<file path="src/sv/arpc_pkg.sv">
// Shared types and constants for the ARP cache and responder.
package arpc_pkg;

   localparam int IP_W  = 32;
   localparam int MAC_W = 48;
   localparam int OP_W  = 16;

   // request kinds
   localparam logic [1:0] REQ_PACKET = 2'd0;
   localparam logic [1:0] REQ_INSERT = 2'd1;
   localparam logic [1:0] REQ_SEARCH = 2'd2;

   // result kinds
   localparam logic [1:0] KIND_STORED  = 2'd0;
   localparam logic [1:0] KIND_REPLIED = 2'd1;
   localparam logic [1:0] KIND_HIT     = 2'd2;
   localparam logic [1:0] KIND_MISS    = 2'd3;

   localparam logic [OP_W-1:0] ARP_OP_REQUEST = 16'd1;

   // register indexes
   localparam logic CSR_OWN_IP  = 1'b0;
   localparam logic CSR_OWN_MAC = 1'b1;

   localparam logic [IP_W-1:0]  OWN_IP_RESET  = 32'h0A02_000F;
   localparam logic [MAC_W-1:0] OWN_MAC_RESET = '0;

   typedef enum logic [1:0] {
      ST_IDLE,
      ST_EXEC,
      ST_SCAN,
      ST_HOLD
   } arpc_state_type;

   typedef struct packed {
      logic [1:0]       req_type;
      logic [OP_W-1:0]  op_code;
      logic [IP_W-1:0]  peer_ip;
      logic [MAC_W-1:0] peer_mac;
      logic [IP_W-1:0]  target_ip;
   } arpc_item_type;

   typedef struct packed {
      logic [1:0]       result_kind;
      logic [MAC_W-1:0] out_mac;
      logic [IP_W-1:0]  out_ip;
   } arpc_res_type;

   // store request into the ring
   typedef struct packed {
      logic             en;
      logic [IP_W-1:0]  ip;
      logic [MAC_W-1:0] mac;
   } arpc_wr_type;

   // registered read stage of the table
   typedef struct packed {
      logic             stage;  // read data present this cycle
      logic             live;   // entry holds a valid pair
      logic             last;   // entry is the final slot of the ring
      logic [IP_W-1:0]  ip;
      logic [MAC_W-1:0] mac;
   } arpc_rd_type;

endpackage

</file>
<file path="src/sv/arpc_ctrl.sv">
// Sequencer: store path, reply decision and the one-entry-per-cycle search.
module arpc_ctrl #(
   parameter int DEPTH = 512,
   parameter int IDX_W = 9
) (
   input  logic                          clock,
   input  logic                          reset,
   input  logic                          req_valid,
   output logic                          req_ready,
   input  arpc_pkg::arpc_item_type       item,
   input  logic [arpc_pkg::IP_W-1:0]     own_ip,
   output arpc_pkg::arpc_wr_type         wr,
   output logic                          rd_en,
   output logic [IDX_W-1:0]              rd_addr,
   input  arpc_pkg::arpc_rd_type         rd,
   output logic                          res_valid,
   input  logic                          res_ready,
   output arpc_pkg::arpc_res_type        res
);
   import arpc_pkg::*;

   localparam logic [IDX_W-1:0] LAST_IDX = IDX_W'(DEPTH - 1);

   arpc_state_type   state_ff, state_in;
   arpc_item_type    item_ff, item_in;
   arpc_res_type     res_ff, res_in;
   logic [IDX_W-1:0] addr_ff, addr_in;
   logic             issue_done_ff, issue_done_in;
   logic             hit;

   // the shared key compare
   assign hit = rd.live && (rd.ip == item_ff.peer_ip);

   always_comb begin
      state_in      = state_ff;
      item_in       = item_ff;
      res_in        = res_ff;
      addr_in       = addr_ff;
      issue_done_in = issue_done_ff;
      req_ready     = 1'b0;
      res_valid     = 1'b0;
      rd_en         = 1'b0;
      wr            = '0;
      case (state_ff)
         ST_IDLE: begin
            req_ready = 1'b1;
            if (req_valid) begin
               item_in  = item;
               state_in = ST_EXEC;
            end
         end
         ST_EXEC: begin
            res_in = '0;
            case (item_ff.req_type)
               REQ_PACKET: begin
                  wr.en  = 1'b1;
                  wr.ip  = item_ff.peer_ip;
                  wr.mac = item_ff.peer_mac;
                  if (item_ff.op_code == ARP_OP_REQUEST &&
                      item_ff.target_ip == own_ip) begin
                     res_in.result_kind = KIND_REPLIED;
                     res_in.out_mac     = item_ff.peer_mac;
                     res_in.out_ip      = item_ff.peer_ip;
                  end else begin
                     res_in.result_kind = KIND_STORED;
                  end
                  state_in = ST_HOLD;
               end
               REQ_INSERT: begin
                  wr.en              = 1'b1;
                  wr.ip              = item_ff.peer_ip;
                  wr.mac             = item_ff.peer_mac;
                  res_in.result_kind = KIND_STORED;
                  state_in           = ST_HOLD;
               end
               REQ_SEARCH: begin
                  addr_in       = '0;
                  issue_done_in = 1'b0;
                  state_in      = ST_SCAN;
               end
               default: begin
                  state_in = ST_IDLE;
               end
            endcase
         end
         ST_SCAN: begin
            rd_en = !issue_done_ff;
            if (rd_en) begin
               if (addr_ff == LAST_IDX) begin
                  issue_done_in = 1'b1;
               end else begin
                  addr_in = addr_ff + IDX_W'(1);
               end
            end
            if (rd.stage) begin
               if (hit) begin
                  res_in.result_kind = KIND_HIT;
                  res_in.out_mac     = rd.mac;
                  res_in.out_ip      = '0;
                  state_in           = ST_HOLD;
               end else if (rd.last) begin
                  res_in.result_kind = KIND_MISS;
                  res_in.out_mac     = '0;
                  res_in.out_ip      = '0;
                  state_in           = ST_HOLD;
               end
            end
         end
         ST_HOLD: begin
            res_valid = 1'b1;
            if (res_ready) begin
               state_in = ST_IDLE;
            end
         end
         default: begin
            state_in = ST_IDLE;
         end
      endcase
   end

   assign rd_addr = addr_ff;
   assign res     = res_ff;

   always_ff @(posedge clock) begin
      if (reset) begin
         state_ff <= ST_IDLE;
      end else begin
         state_ff <= state_in;
      end
   end

   always_ff @(posedge clock) begin
      item_ff       <= item_in;
      res_ff        <= res_in;
      addr_ff       <= addr_in;
      issue_done_ff <= issue_done_in;
   end

endmodule
</file>
<file path="config.mk">
export PLATFORM = sky130hd
export DESIGN_NAME = arpc_ctrl
export DESIGN_NICKNAME = d
export VERILOG_FILES = /design/src/sv/arpc_pkg.sv /design/src/sv/arpc_ctrl.sv
export SDC_FILE = /design/constraint.sdc
export NUM_CORES = 1
export LEC_CHECK = 0
export ABC_AREA = 1
export BUFFER_PORTS_ARGS = -buffer_cell sky130_fd_sc_hd__buf_4
export CELL_PAD_IN_SITES_DETAIL_PLACEMENT = 1
export CELL_PAD_IN_SITES_GLOBAL_PLACEMENT = 1
export CORE_MARGIN = 2
export CORE_UTILIZATION = 36
export DETAILED_ROUTE_END_ITERATION = 6
export PLACE_DENSITY = 0.8
export SYNTH_ARGS = -nofsm -noshare
export SYNTH_HDL_FRONTEND = slang
export SYNTH_SLANG_ARGS = --single-unit
</file>
<file path="constraint.sdc">
create_clock -name clock -period 8.1 [get_ports clock]
set_input_delay 0.81 -clock clock [delete_from_list [all_inputs] [get_ports clock]]
set_output_delay 0.81 -clock clock [all_outputs]
set_load 0.03 [all_outputs]
</file>
==> After elaboration in Yosys (flattened, before gate mapping) <==
Cells that the tools add are included.
{ "totals": {"regBits": 224, "in_bits": 249} }
{ "op_classes": {"add_sub_neg": 1, "eq_ne": 16, "n_mux": 28, "reduce_logical": 12} }
{ "ops": {"columns": ["op", "n"], "rows": [
  ["$mux 82", 3],
  ["$pmux 82 s2", 1],
  ["$mux 81", 2],
  ["$mux 80", 2],
  ["$eq 32x32->1", 2],
  ["$mux 9", 3],
  ["$pmux 9 s2", 1],
  ["$eq 16x1->1 const B", 1],
  ["$mux 2", 6],
  ["$ne 2x2->1 const B", 5],
  ["$add 9x1->9 const B", 1],
  ["$eq 9x9->1 const B", 1],
  ["$pmux 2 s4", 1],
  ["$reduce_and 4->1", 2],
  ["$mux 1", 7],
  ["$eq 2x2->1 const B", 3],
  ["$eq 2x1->1 const B", 2],
  ["$logic_not 2->1", 2],
  ["$pmux 2 s2", 1],
  ["$reduce_and 2->1", 2],
  ["$ne 3x3->1 const B", 1],
  ["$reduce_and 3->1", 1],
  ["$logic_and 1x1->1", 2],
  ["$ne 2x1->1 const B", 1],
  ["4 further kinds", 4]
]} }

==> Depth between registers and ports, before layout <==
Gate-level depths: netlist of the first run.
{ "depth": {"ltp_word": 5, "depth_mapped": 13, "ltp_nobuf": 13} }

==> Worst setup path before layout of the first run <==
Ideal clock, no wire load.
{ "synth_path": {"path_kind": "reg2reg", "start": "reg (tool-made name)", "end": "reg item_ff[0] in the netlist's numbering (enable)", "arrival_time_ns": 6.354, "slack_ns": 1.124, "path_stages_with_launch": 4, "n_path_buf": 0, "period_less_slack_ns": 6.976, "cell_sequence": "dfxtp_1 nor2_1 inv_1 nor2_1"} }
{ "synth_lines": {"columns": ["item", "line", "source"], "rows": [
  ["to (signal assigned)", "arpc_ctrl.sv:133", "item_ff <= item_in;"],
  ["to (decl)", "arpc_ctrl.sv:25", "arpc_item_type item_ff, item_in;"]
]} }

==> run summary, run 1 <==
Final cell count without fillers -> 1695
Clk pwr share -> 0.303
Pint -> 2.42 mW
Clock tree sinks -> 224
FF-to-FF setup slack -> 5050 ps
CTS Buf Count -> 26
Mean area per synthesized cell -> 10.8 um^2
Clock Tree Buf Depth -> 3
Simple-Gate Fraction of Synth Area -> 0.217
CP peak stage delay -> 560 ps
Cell Count Post-Placement -> 1649
Worst R2R Path Depth -> 7
PwrDens -> 253 nW/um^2
Net Sw Frac -> 0.323
Grt ovf -> 0
Final WL -> 34700 um
Data required, critical path -> 7290 ps
Relative slew slack -> 0.163
Hold path endpoint -> item_ff[33]
Multiplexer share of the synthesized area -> 0
HP Class -> in2reg
Leak -> 6.41 nW
Fill cells -> 2995
Fmax -> 289 MHz
Final hold slack -> 444 ps
CTS tree -> built
RR Endpoint -> rd_addr[6]
Initial core utilization -> 0.367
Combinational family with the most area after synthesis -> simple AND/OR/NAND/NOR gates
Reg power frac -> 0.444
Yosys top cell by area -> edfxtp_1
Sequential standard cell area -> 6710 um^2
Outcome -> completed
Antenna Nets Post-Route -> 0
Fin. max-slew vios -> 0
DRC errors left -> 0
Syn_nets -> 1169
Ranking of synthesized cells by area -> edfxtp_1 67%, nand2_1 7.4%, nor2_1 6.1%
Initial antenna violation count -> 0
Core Region -> 27000 um^2
First-pass DRT Iterations -> 4
Layout cells sized above 1 -> 0.353
P_sw -> 1.16 mW
Vias per std cell -> 5.05
Setup bufs post-CTS -> 0
Seq cells post-synth -> 224
# setup viols final -> 0
Most frequent cell after synthesis -> edfxtp_1
Smallest setup slack after layout -> 4640 ps
CP top delay family -> buffers and inverters
Critical path's slowest cell -> buf_4
CP startpoint kind -> register
Worst Path Buf+Inv -> 4
Cells resized by post-CTS repair -> 0
Commonest cells in the netlist -> 222 x edfxtp_1, 195 x nand2_1, 161 x nor2_1
Async S/R FF share, synth -> 0
Wire per inst -> 20.5 um
Largest net degree at the start of global routing -> 83
Area fraction in compound gates after synthesis -> 0.0208
Footprint of the multi-input gates -> 2680 um^2
Crit Path Max Fanout -> 59
Netlist cell types -> 36
Hold buffer count at cts -> 0
Synth top area share -> 0.673
TNS Setup -> 0 ps
Die area -> 28900 um^2
Post-DP HPWL -> 25500 um
Initial detailed-routing violation count -> 449
VDD IR max -> 196 uV
Post-Synth XOR/XNOR Area -> 0.0265
Hold Path Origin -> item[33]
Cells after Synth -> 918
Vias in the first global route -> 9029
Critical path class -> reg2out
Site Rows -> 60
Synth warnings -> 0
Min cycle time layout -> 3460 ps
Routability Congestion -> 0.887
Die X -> 170 um
Setup slack at placement -> 4820 ps
H-tree levels -> 1
Clk pin slew, worst setup/hold paths -> 60 ps
Max Cap Viol -> 0
Post-synth top flop -> edfxtp_1
Ant. Diodes -> 0
Synth-to-layout area growth -> 43.1%
PortBufs -> 423
Post-synthesis adder-cell area fraction -> 0.00253
Combinational Power Share -> 0.253
Overall Global Routing Usage -> 0.230
Final nets -> 1587
Final Hold Fails -> 0
First-pass GRT wire length -> 50800 um
Post-synth EDFFs -> 222
Vias -> 8555
Worst skew pair latency -> 540 ps
Post-Syn Area -> 9910 um^2
Die Height -> 170 um
RSZ-0062 raised after global routing -> no
Hold path cells -> 1
Register area share after synthesis -> 0.677
Period utilization -> 0.427
Fin Clk Skew -> 23.1 ps
# IOs -> 424
CP dominant cell by count -> buf_4
Root buf cell -> clkbuf_16
Crit path capture type -> output pin
Arrival @ worst endpoint -> 2650 ps
Crit path cell chain -> inv_1 > nor2_4 > buf_4 > clkinv_1 > nor2_1 > buf_4
Worst-margin pin slew -> 1250 ps
## through the flow
stage	instance area [um^2]	util	total power, mW
after floorplan	9910	-	2.11
after global placement	13400	0.496	2.50
after detailed placement	13400	0.496	2.53
after CTS	14200	0.525	3.62
after global routing	14200	0.525	3.72
final	14200	0.525	3.58
## cell type report
cell class,instances,share of cell area
multi-input cells,558,0.189
inverters,94,0.0250
well taps,341,0.0301
flip-flops and latches,224,0.473
clock buffers,32,0.0475
clock inverters,14,0.00688
repair buffers,432,0.229
## worst reg2reg max path, cell delays in order, from the launching register on
cell and delay [ps]:
dfxtp_1 400, inv_1 90, nor2_4 70, buf_4 560, clkinv_1 480, nor2_1 310, inv_1 80, a22oi_1 680
## cell usage in the layout, fill, tap and decap left out, drive strengths merged
cell type	count
buf	432
edfxtp	222
nand2	195
nor2	162
inv	90
nand3	61
nand4	59
clkbuf	32
xnor2	25
clkinv	17
o21ai	14
o22ai	6
nor4	6
xor2	5
a21oi	5
a221oi	3
nor3	3
or2	2
ha	2
dfxtp	2
o2111ai	1
nand2b	1
and3b	1
a211oi	1
nor3b	1
a22o	1
nand3b	1
a21boi	1
a22oi	1
o21a	1
bufinv	1
## routing by layer
layer,part of all wire,vias up,GRT usage
li1,-,3964,-
met1,0.38,4157,0.269
met2,0.51,352,0.410
met3,0.068,82,0.0486
met4,0.045,0,0.0955
met5,0,-,0
## logic make-up after synthesis
logic type               after synthesis
AND/OR/NAND/NOR                      492
AO/OA/AOI/OAI                         34
XOR/XNOR                              30
buffers and inverters                136
flip-flops                           224
adder cells (fa/ha/maj)                2
## power by group through the flow
stage | clock network, mW | logic, mW | registers [mW]
global route | 1.15 | 0.963 | 1.61
floorplan | 0 | 0.327 | 1.79
global placement | 0 | 0.897 | 1.60
CTS | 1.11 | 0.915 | 1.59
detailed placement | 0 | 0.912 | 1.61
finish | 1.09 | 0.905 | 1.59
## sequential cells by signal, summed over array words and instances (netlist names), named ones only
register and count:
item_ff 130, state_ff 1, issue_done_ff 1, rd_addr 9, res 82
## worst max-delay path by stage
stage | endpoint | slack, ps | depth (start not counted)
after floorplan | item_ff[0] | 1120 | 3
after global placement | res[62] | 4890 | 11
after detailed placement | res[76] | 4820 | 11
after CTS | rd_en | 4660 | 6
after global routing | rd_en | 4530 | 6
final | rd_en | 4640 | 6
Power figures use the tool's default switching activity.
==> run 2: changes to the inputs <==
--- a/config.mk
+++ b/config.mk
@@ -10,9 +10,9 @@
 export CELL_PAD_IN_SITES_DETAIL_PLACEMENT = 1
 export CELL_PAD_IN_SITES_GLOBAL_PLACEMENT = 1
 export CORE_MARGIN = 2
-export CORE_UTILIZATION = 36
+export CORE_UTILIZATION = 32
 export DETAILED_ROUTE_END_ITERATION = 6
-export PLACE_DENSITY = 0.8
+export PLACE_DENSITY = 0.75
 export SYNTH_ARGS = -nofsm -noshare
 export SYNTH_HDL_FRONTEND = slang
 export SYNTH_SLANG_ARGS = --single-unit
==> constraint.sdc (replaced) <==
create_clock -name clock -period 2.8 [get_ports clock]
set_input_delay 0.28 -clock clock [delete_from_list [all_inputs] [get_ports clock]]
set_output_delay 0.28 -clock clock [all_outputs]
set_load 0.03 [all_outputs]
==> run 2 against run 1 <==
Effect of this change: clock-buffer cell count increased by 4; combinational power increased to 3.2 times the previous value; final cell count increased by 12%; via count increased by 7.7%; total power increased to 3.0 times the previous value; core utilization decreased by 0.75 points.
==> run summary, run 2 (synthesis results as in run 1) <==
Outcome -> completed
CP startpoint kind -> register
PortBufs -> 423 (unchanged)
Setup bufs post-CTS -> 0 (unchanged)
Critical path's slowest cell -> edfxtp_1
Cells resized by post-CTS repair -> 0 (unchanged)
Critical Path End -> wr[10]
CP dominant cell by count -> buf_4
First-pass GRT wire length -> 59300 um (+17%)
Core Region -> 30500 um^2 (+13%)
Hold path cells -> 4 (+3)
Cell Count Post-Placement -> 1713 (+3.9%)
Wire per inst -> 20.6 um (+0.70%)
Data required, critical path -> 2520 ps (-4770 ps)
Relative slew slack -> 0.599 (+0.436)
RR Endpoint -> res[67]
Grt ovf -> 0 (unchanged)
Final cell count without fillers -> 1891 (+12%)
Crit Path Max Fanout -> 48 (-19%)
Fmax -> 402 MHz
Worst Path Buf+Inv -> 3 (-1)
# IOs -> 424 (unchanged)
Critical path class -> reg2out
First-pass DRT Iterations -> 5 (+1)
Vias per std cell -> 4.87 (-3.5%)
CTS tree -> built
Clock tree sinks -> 224 (unchanged)
Max FFs per register -> 130 (unchanged)
Max Cap Viol -> 0 (unchanged)
H-tree levels -> 1 (unchanged)
Fin. max-slew vios -> 0 (unchanged)
Fill cells -> 3338 (+11%)
Worst R2R Start -> item_ff[88]
Overall Global Routing Usage -> 0.234 (+0.00441)
CTS Buf Count -> 26 (unchanged)
Root buf cell -> clkbuf_16
CP Depth -> 5 (-1)
Synth-to-layout area growth -> 59.3%
Die X -> 180 um (+5.9%)
Crit path capture type -> output pin
Antenna Nets Post-Route -> 0 (unchanged)
Final hold slack -> 30.5 ps (-413 ps)
Clk pin slew, worst setup/hold paths -> 60 ps (about the same)
Vias in the first global route -> 10188 (+13%)
Post-DP HPWL -> 26100 um (+2.4%)
Initial antenna violation count -> 1 (+1)
Crit path cell chain -> clkinv_1 > buf_4 > nand2_1 > nor2_1 > buf_4
Leak -> 7.04 nW (+9.8%)
Layout cells sized above 1 -> 0.329 (-0.0244)
PwrDens -> 692 nW/um^2 (+170%)
Fin Clk Skew -> 14.1 ps (-9.02 ps)
Largest net degree at the start of global routing -> 57 (-31%)
Worst R2R Path Depth -> 10 (+3)
Min cycle time layout -> 2490 ps
Worst skew pair latency -> 540 ps (about the same)
Vias -> 9210 (+7.7%)
CP top delay family -> buffers and inverters
# setup viols final -> 0 (unchanged)
Layout Utilization -> 0.517 (-0.00754)
DRC errors left -> 0 (unchanged)
Die Height -> 180 um (+5.9%)
Initial detailed-routing violation count -> 420 (-6.5%)
Top reg by flops -> item_ff
Worst setup path start -> item_ff[129]
HP Class -> in2reg
Routability Congestion -> 0.849 (-4.3%)
Final nets -> 1727 (+8.8%)
Hold buffer count at cts -> 131 (+131)
Commonest non-fill, non-tap cell in the layout -> buf_4
Initial core utilization -> 0.325 (-0.0419)
Final Hold Fails -> 0 (unchanged)
VDD IR max -> 514 uV (+160%)
Period utilization -> 0.888
RSZ-0062 raised after global routing -> no
Clock Tree Buf Depth -> 3 (unchanged)
Worst-margin pin slew -> 602 ps (-651 ps)
CP peak stage delay -> 500 ps (-60 ps)
Most frequent cells in the layout -> 435 x buf_4, 222 x edfxtp_1, 195 x nand2_1, 156 x nor2_1, 131 x dlygate4sd3_1
Site Rows -> 64 (+6.7%)
Final WL -> 39000 um (+12%)
Arrival @ worst endpoint -> 2210 ps (-440 ps)
Die area -> 32400 um^2 (+12%)
FF-to-FF setup slack -> 550 ps (-4500 ps)
[run 2: changes by cell type in the layout (fill, tap and decap cells not counted), sizes merged]
cell	before	now
bufinv	1	3
clkbuf	32	36
clkinvlp	0	2
diode	0	1
dlygate4sd3	0	131
clkinv	17	8
buf	432	441
inv	90	91
[run 2: tightest hold or removal path, delay by kind of cell]
kind / cells / cell delay [ps]
AOI/OAI and AO/OA: 1 / 50
buffers and inverters: 2 / 140
and+or+nand+nor: 1 / 50
[run 2: power by group]
group / internal [mW] / switching (mW) / total (mW)
Sequential: 4.36 / 0.233 / 4.59
Clock: 2.03 / 1.37 / 3.40
Combinational: 1.04 / 1.88 / 2.92
Total: 7.43 / 3.48 / 10.9
[run 2: per-stage QoR]
stage | instance area, um^2 | setup TNS (ps) | setup slack, ps | power, mW
CTS | 15800 | 0 | 314 | 11.0
detailed placement | 13600 | 0 | 549 | 7.41
finish | 15800 | 0 | 313 | 10.9
global route | 15800 | 0 | 197 | 11.3
floorplan | 9930 | -27190 | -209 | 6.08
global placement | 13600 | 0 | 584 | 7.33
[run 2: routing by layer]
layer	up-vias	part of all wire	track usage
met5	-	0	0
met2	341	0.52	0.431
met1	4517	0.39	0.271
met4	0	0.045	0.0907
li1	4250	-	-
met3	102	0.049	0.0393
[run 2: area by class of cell]
cell class | count | area (um^2) | area share
inverter | 94 | 357 | 0.0226
antenna | 1 | 2.50 | 0.000159
clock inverter | 10 | 123 | 0.00777
clock buffer | 36 | 709 | 0.0450
multi-input combinational | 558 | 2690 | 0.170
sequential | 224 | 6710 | 0.425
timing repair buffer | 572 | 4700 | 0.298
tap | 396 | 495 | 0.0314
[run 2: how the worst min path moves through the flow]
stage,from,to
finish,res_ready,state_ff[0]
global route,res_ready,state_ff[0]
CTS,res_ready,state_ff[0]
detailed placement,item[13],item_ff[13]
global placement,reset,state_ff[0]
floorplan,reset,state_ff[0]
==> run 3: changes to the inputs <==
--- a/config.mk
+++ b/config.mk
@@ -8,11 +8,11 @@
 export ABC_AREA = 1
 export BUFFER_PORTS_ARGS = -buffer_cell sky130_fd_sc_hd__buf_4
 export CELL_PAD_IN_SITES_DETAIL_PLACEMENT = 1
-export CELL_PAD_IN_SITES_GLOBAL_PLACEMENT = 1
+export CELL_PAD_IN_SITES_GLOBAL_PLACEMENT = 2
 export CORE_MARGIN = 2
-export CORE_UTILIZATION = 32
+export CORE_UTILIZATION = 26
 export DETAILED_ROUTE_END_ITERATION = 6
-export PLACE_DENSITY = 0.75
+export PLACE_DENSITY = 0.76
 export SYNTH_ARGS = -nofsm -noshare
 export SYNTH_HDL_FRONTEND = slang
 export SYNTH_SLANG_ARGS = --single-unit
==> run 3 against run 2 <==
Effect of this change: global-route usage shrank 4.5 points; via count shrank 2.9%; setup slack lost 120 ps; wire length shrank 0.45%; critical endpoint is now wr[49].
==> run summary, run 3 (synthesis results as in run 1) <==
Grt ovf -> 0 (unchanged)
Root buf cell -> clkbuf_16
Clk pin slew, worst setup/hold paths -> 60 ps (about the same)
Data required, critical path -> 2520 ps (about the same)
VDD IR max -> 533 uV (+3.6%)
Final Hold Fails -> 0 (unchanged)
Crit Path Max Fanout -> 32 (-33%)
Die Height -> 199 um (+11%)
Fin Clk Skew -> 15.6 ps (+1.47 ps)
Wire per inst -> 19.3 um (-6.2%)
RSZ-0062 raised after global routing -> no
# IOs -> 424 (unchanged)
PwrDens -> 691 nW/um^2 (-0.13%)
PortBufs -> 423 (unchanged)
Commonest non-fill, non-tap cell in the layout -> buf_4
Vias per std cell -> 4.46 (-8.5%)
Hold path cells -> 3 (-1)
Leak -> 7.08 nW (+0.56%)
Final cell count without fillers -> 2007 (+6.1%)
Final hold slack -> 51.8 ps (+21.3 ps)
CTS Buf Count -> 27 (+3.8%)
Placed instance area -> 13800 um^2 (+1.0%)
Tot Pwr -> 11.0 mW (+1.2%)
# setup viols final -> 0 (unchanged)
Final WL -> 38800 um (-0.45%)
Vias -> 8945 (-2.9%)
Initial antenna violation count -> 0 (-1)
Cell Count Post-Placement -> 1826 (+6.6%)
Max Cap Viol -> 0 (unchanged)
Worst setup path start -> state_ff[0]
Ant. Diodes -> 0 (-1)
Critical path class -> reg2out
Setup slack at placement -> 415 ps (-134 ps)
Clock Tree Buf Depth -> 3 (unchanged)
Overall Global Routing Usage -> 0.189 (-0.0454)
First-pass DRT Iterations -> 4 (-1)
H-tree levels -> 1 (unchanged)
CP startpoint kind -> register
Initial detailed-routing violation count -> 312 (-26%)
Setup bufs post-CTS -> 0 (unchanged)
Routability Congestion -> 0.818 (-3.7%)
Relative slew slack -> 0.624 (+0.0249)
Synth-to-layout area growth -> 61.4%
Min cycle time layout -> 2610 ps (+120 ps)
Crit path capture type -> output pin
Layout cells sized above 1 -> 0.334 (+0.00491)
DRC errors left -> 0 (unchanged)
Initial core utilization -> 0.264 (-0.0611)
FF-to-FF setup slack -> 410 ps (-140 ps)
Critical Path End -> wr[49]
Max FFs per register -> 130 (unchanged)
Worst R2R Start -> item_ff[98]
Clock tree sinks -> 224 (unchanged)
Period utilization -> 0.931 (+0.0429)
Core Region -> 37600 um^2 (+23%)
HP Class -> in2reg
Smallest setup slack after layout -> 193 ps (-120 ps)
Fin. max-slew vios -> 0 (unchanged)
Fmax -> 384 MHz (-4.6%)
RR Endpoint -> res[26]
Antenna Nets Post-Route -> 0 (unchanged)
Vias in the first global route -> 9715 (-4.6%)
Post-DP HPWL -> 27000 um (+3.8%)
Outcome -> completed
Post-route cell area -> 16000 um^2 (+1.3%)
Largest net degree at the start of global routing -> 75 (+32%)
Site Rows -> 71 (+11%)
Die area -> 39700 um^2 (+23%)
Worst R2R Path Depth -> 10 (unchanged)
Arrival @ worst endpoint -> 2330 ps (+120 ps)
CTS tree -> built
First-pass GRT wire length -> 56900 um (-3.9%)
Most frequent cells in the layout -> 432 x buf_4, 222 x edfxtp_1, 195 x nand2_1, 155 x nor2_1, 132 x dlygate4sd3_1
Worst skew pair latency -> 540 ps (about the same)
Worst-margin pin slew -> 565 ps (-37.4 ps)
Die X -> 199 um (+11%)
Top reg by flops -> item_ff
Final nets -> 1727 (unchanged)
run 3: cell types whose count changed in the layout (fill, tap and decap cells not counted), sizes merged:
cell         change
inv              +1
buf              -2
dlygate4sd3      +1
clkinv           +4
diode            -1
clkbuf           -2
run 3: worst max-delay path, cell delays in order (launching register included):
cell and delay (ps):
dfxtp_2 420, inv_1 70, nor2_2 170, inv_4 150
nor2_1 190, inv_1 70, buf_4 270, nor2_1 220
buf_4 200
run 3: worst min-delay path by stage:
stage                     startpoint           to  slack (ps)
final                         rd[30]      res[62]          50
after global routing          rd[34]      res[66]          40
after CTS                     rd[29]      res[61]          20
after detailed placement    item[73]  item_ff[73]         460
after global placement      item[14]  item_ff[14]         460
after floorplan                reset  state_ff[0]         340
run 3: per-stage QoR:
stage	TNS [ps]	utilization
floorplan	-27190	-
global placement	0	0.367
detailed placement	0	0.367
CTS	0	0.425
global route	0	0.425
finish	0	0.425
run 3: report_power, final:
part / leakage, nW / switching, mW / total, mW / internal, mW
sequential: 2.14 / 0.230 / 4.59 / 4.36
clock: 0.440 / 1.43 / 3.55 / 2.12
combinational: 4.50 / 1.87 / 2.91 / 1.03
run 3: layout make-up:
| cell class | instances | area [um^2] |
|---|---|---|
| multi-input cells | 558 | 2690 |
| well taps | 511 | 639 |
| fillers | 4210 | 21600 |
| clock inverters | 15 | 155 |
| clock buffers | 34 | 732 |
| inverters | 94 | 359 |
| repair buffers | 571 | 4700 |
| flip-flops and latches | 224 | 6710 |
run 3: timing repair:
action	in CTS	in global routing
cloned	0	0
endpoints found under the hold margin	132	0
endpoints found under the setup margin	1	31
resized for setup	1	1
hold buffers	132	0
run 3: routing by layer:
metal,global-route usage,part of all wire,vias up
met5,0,0,-
li1,-,-,4245
met1,0.231,0.41,4352
met2,0.325,0.49,274
met4,0.0721,0.038,0
met3,0.0407,0.062,74
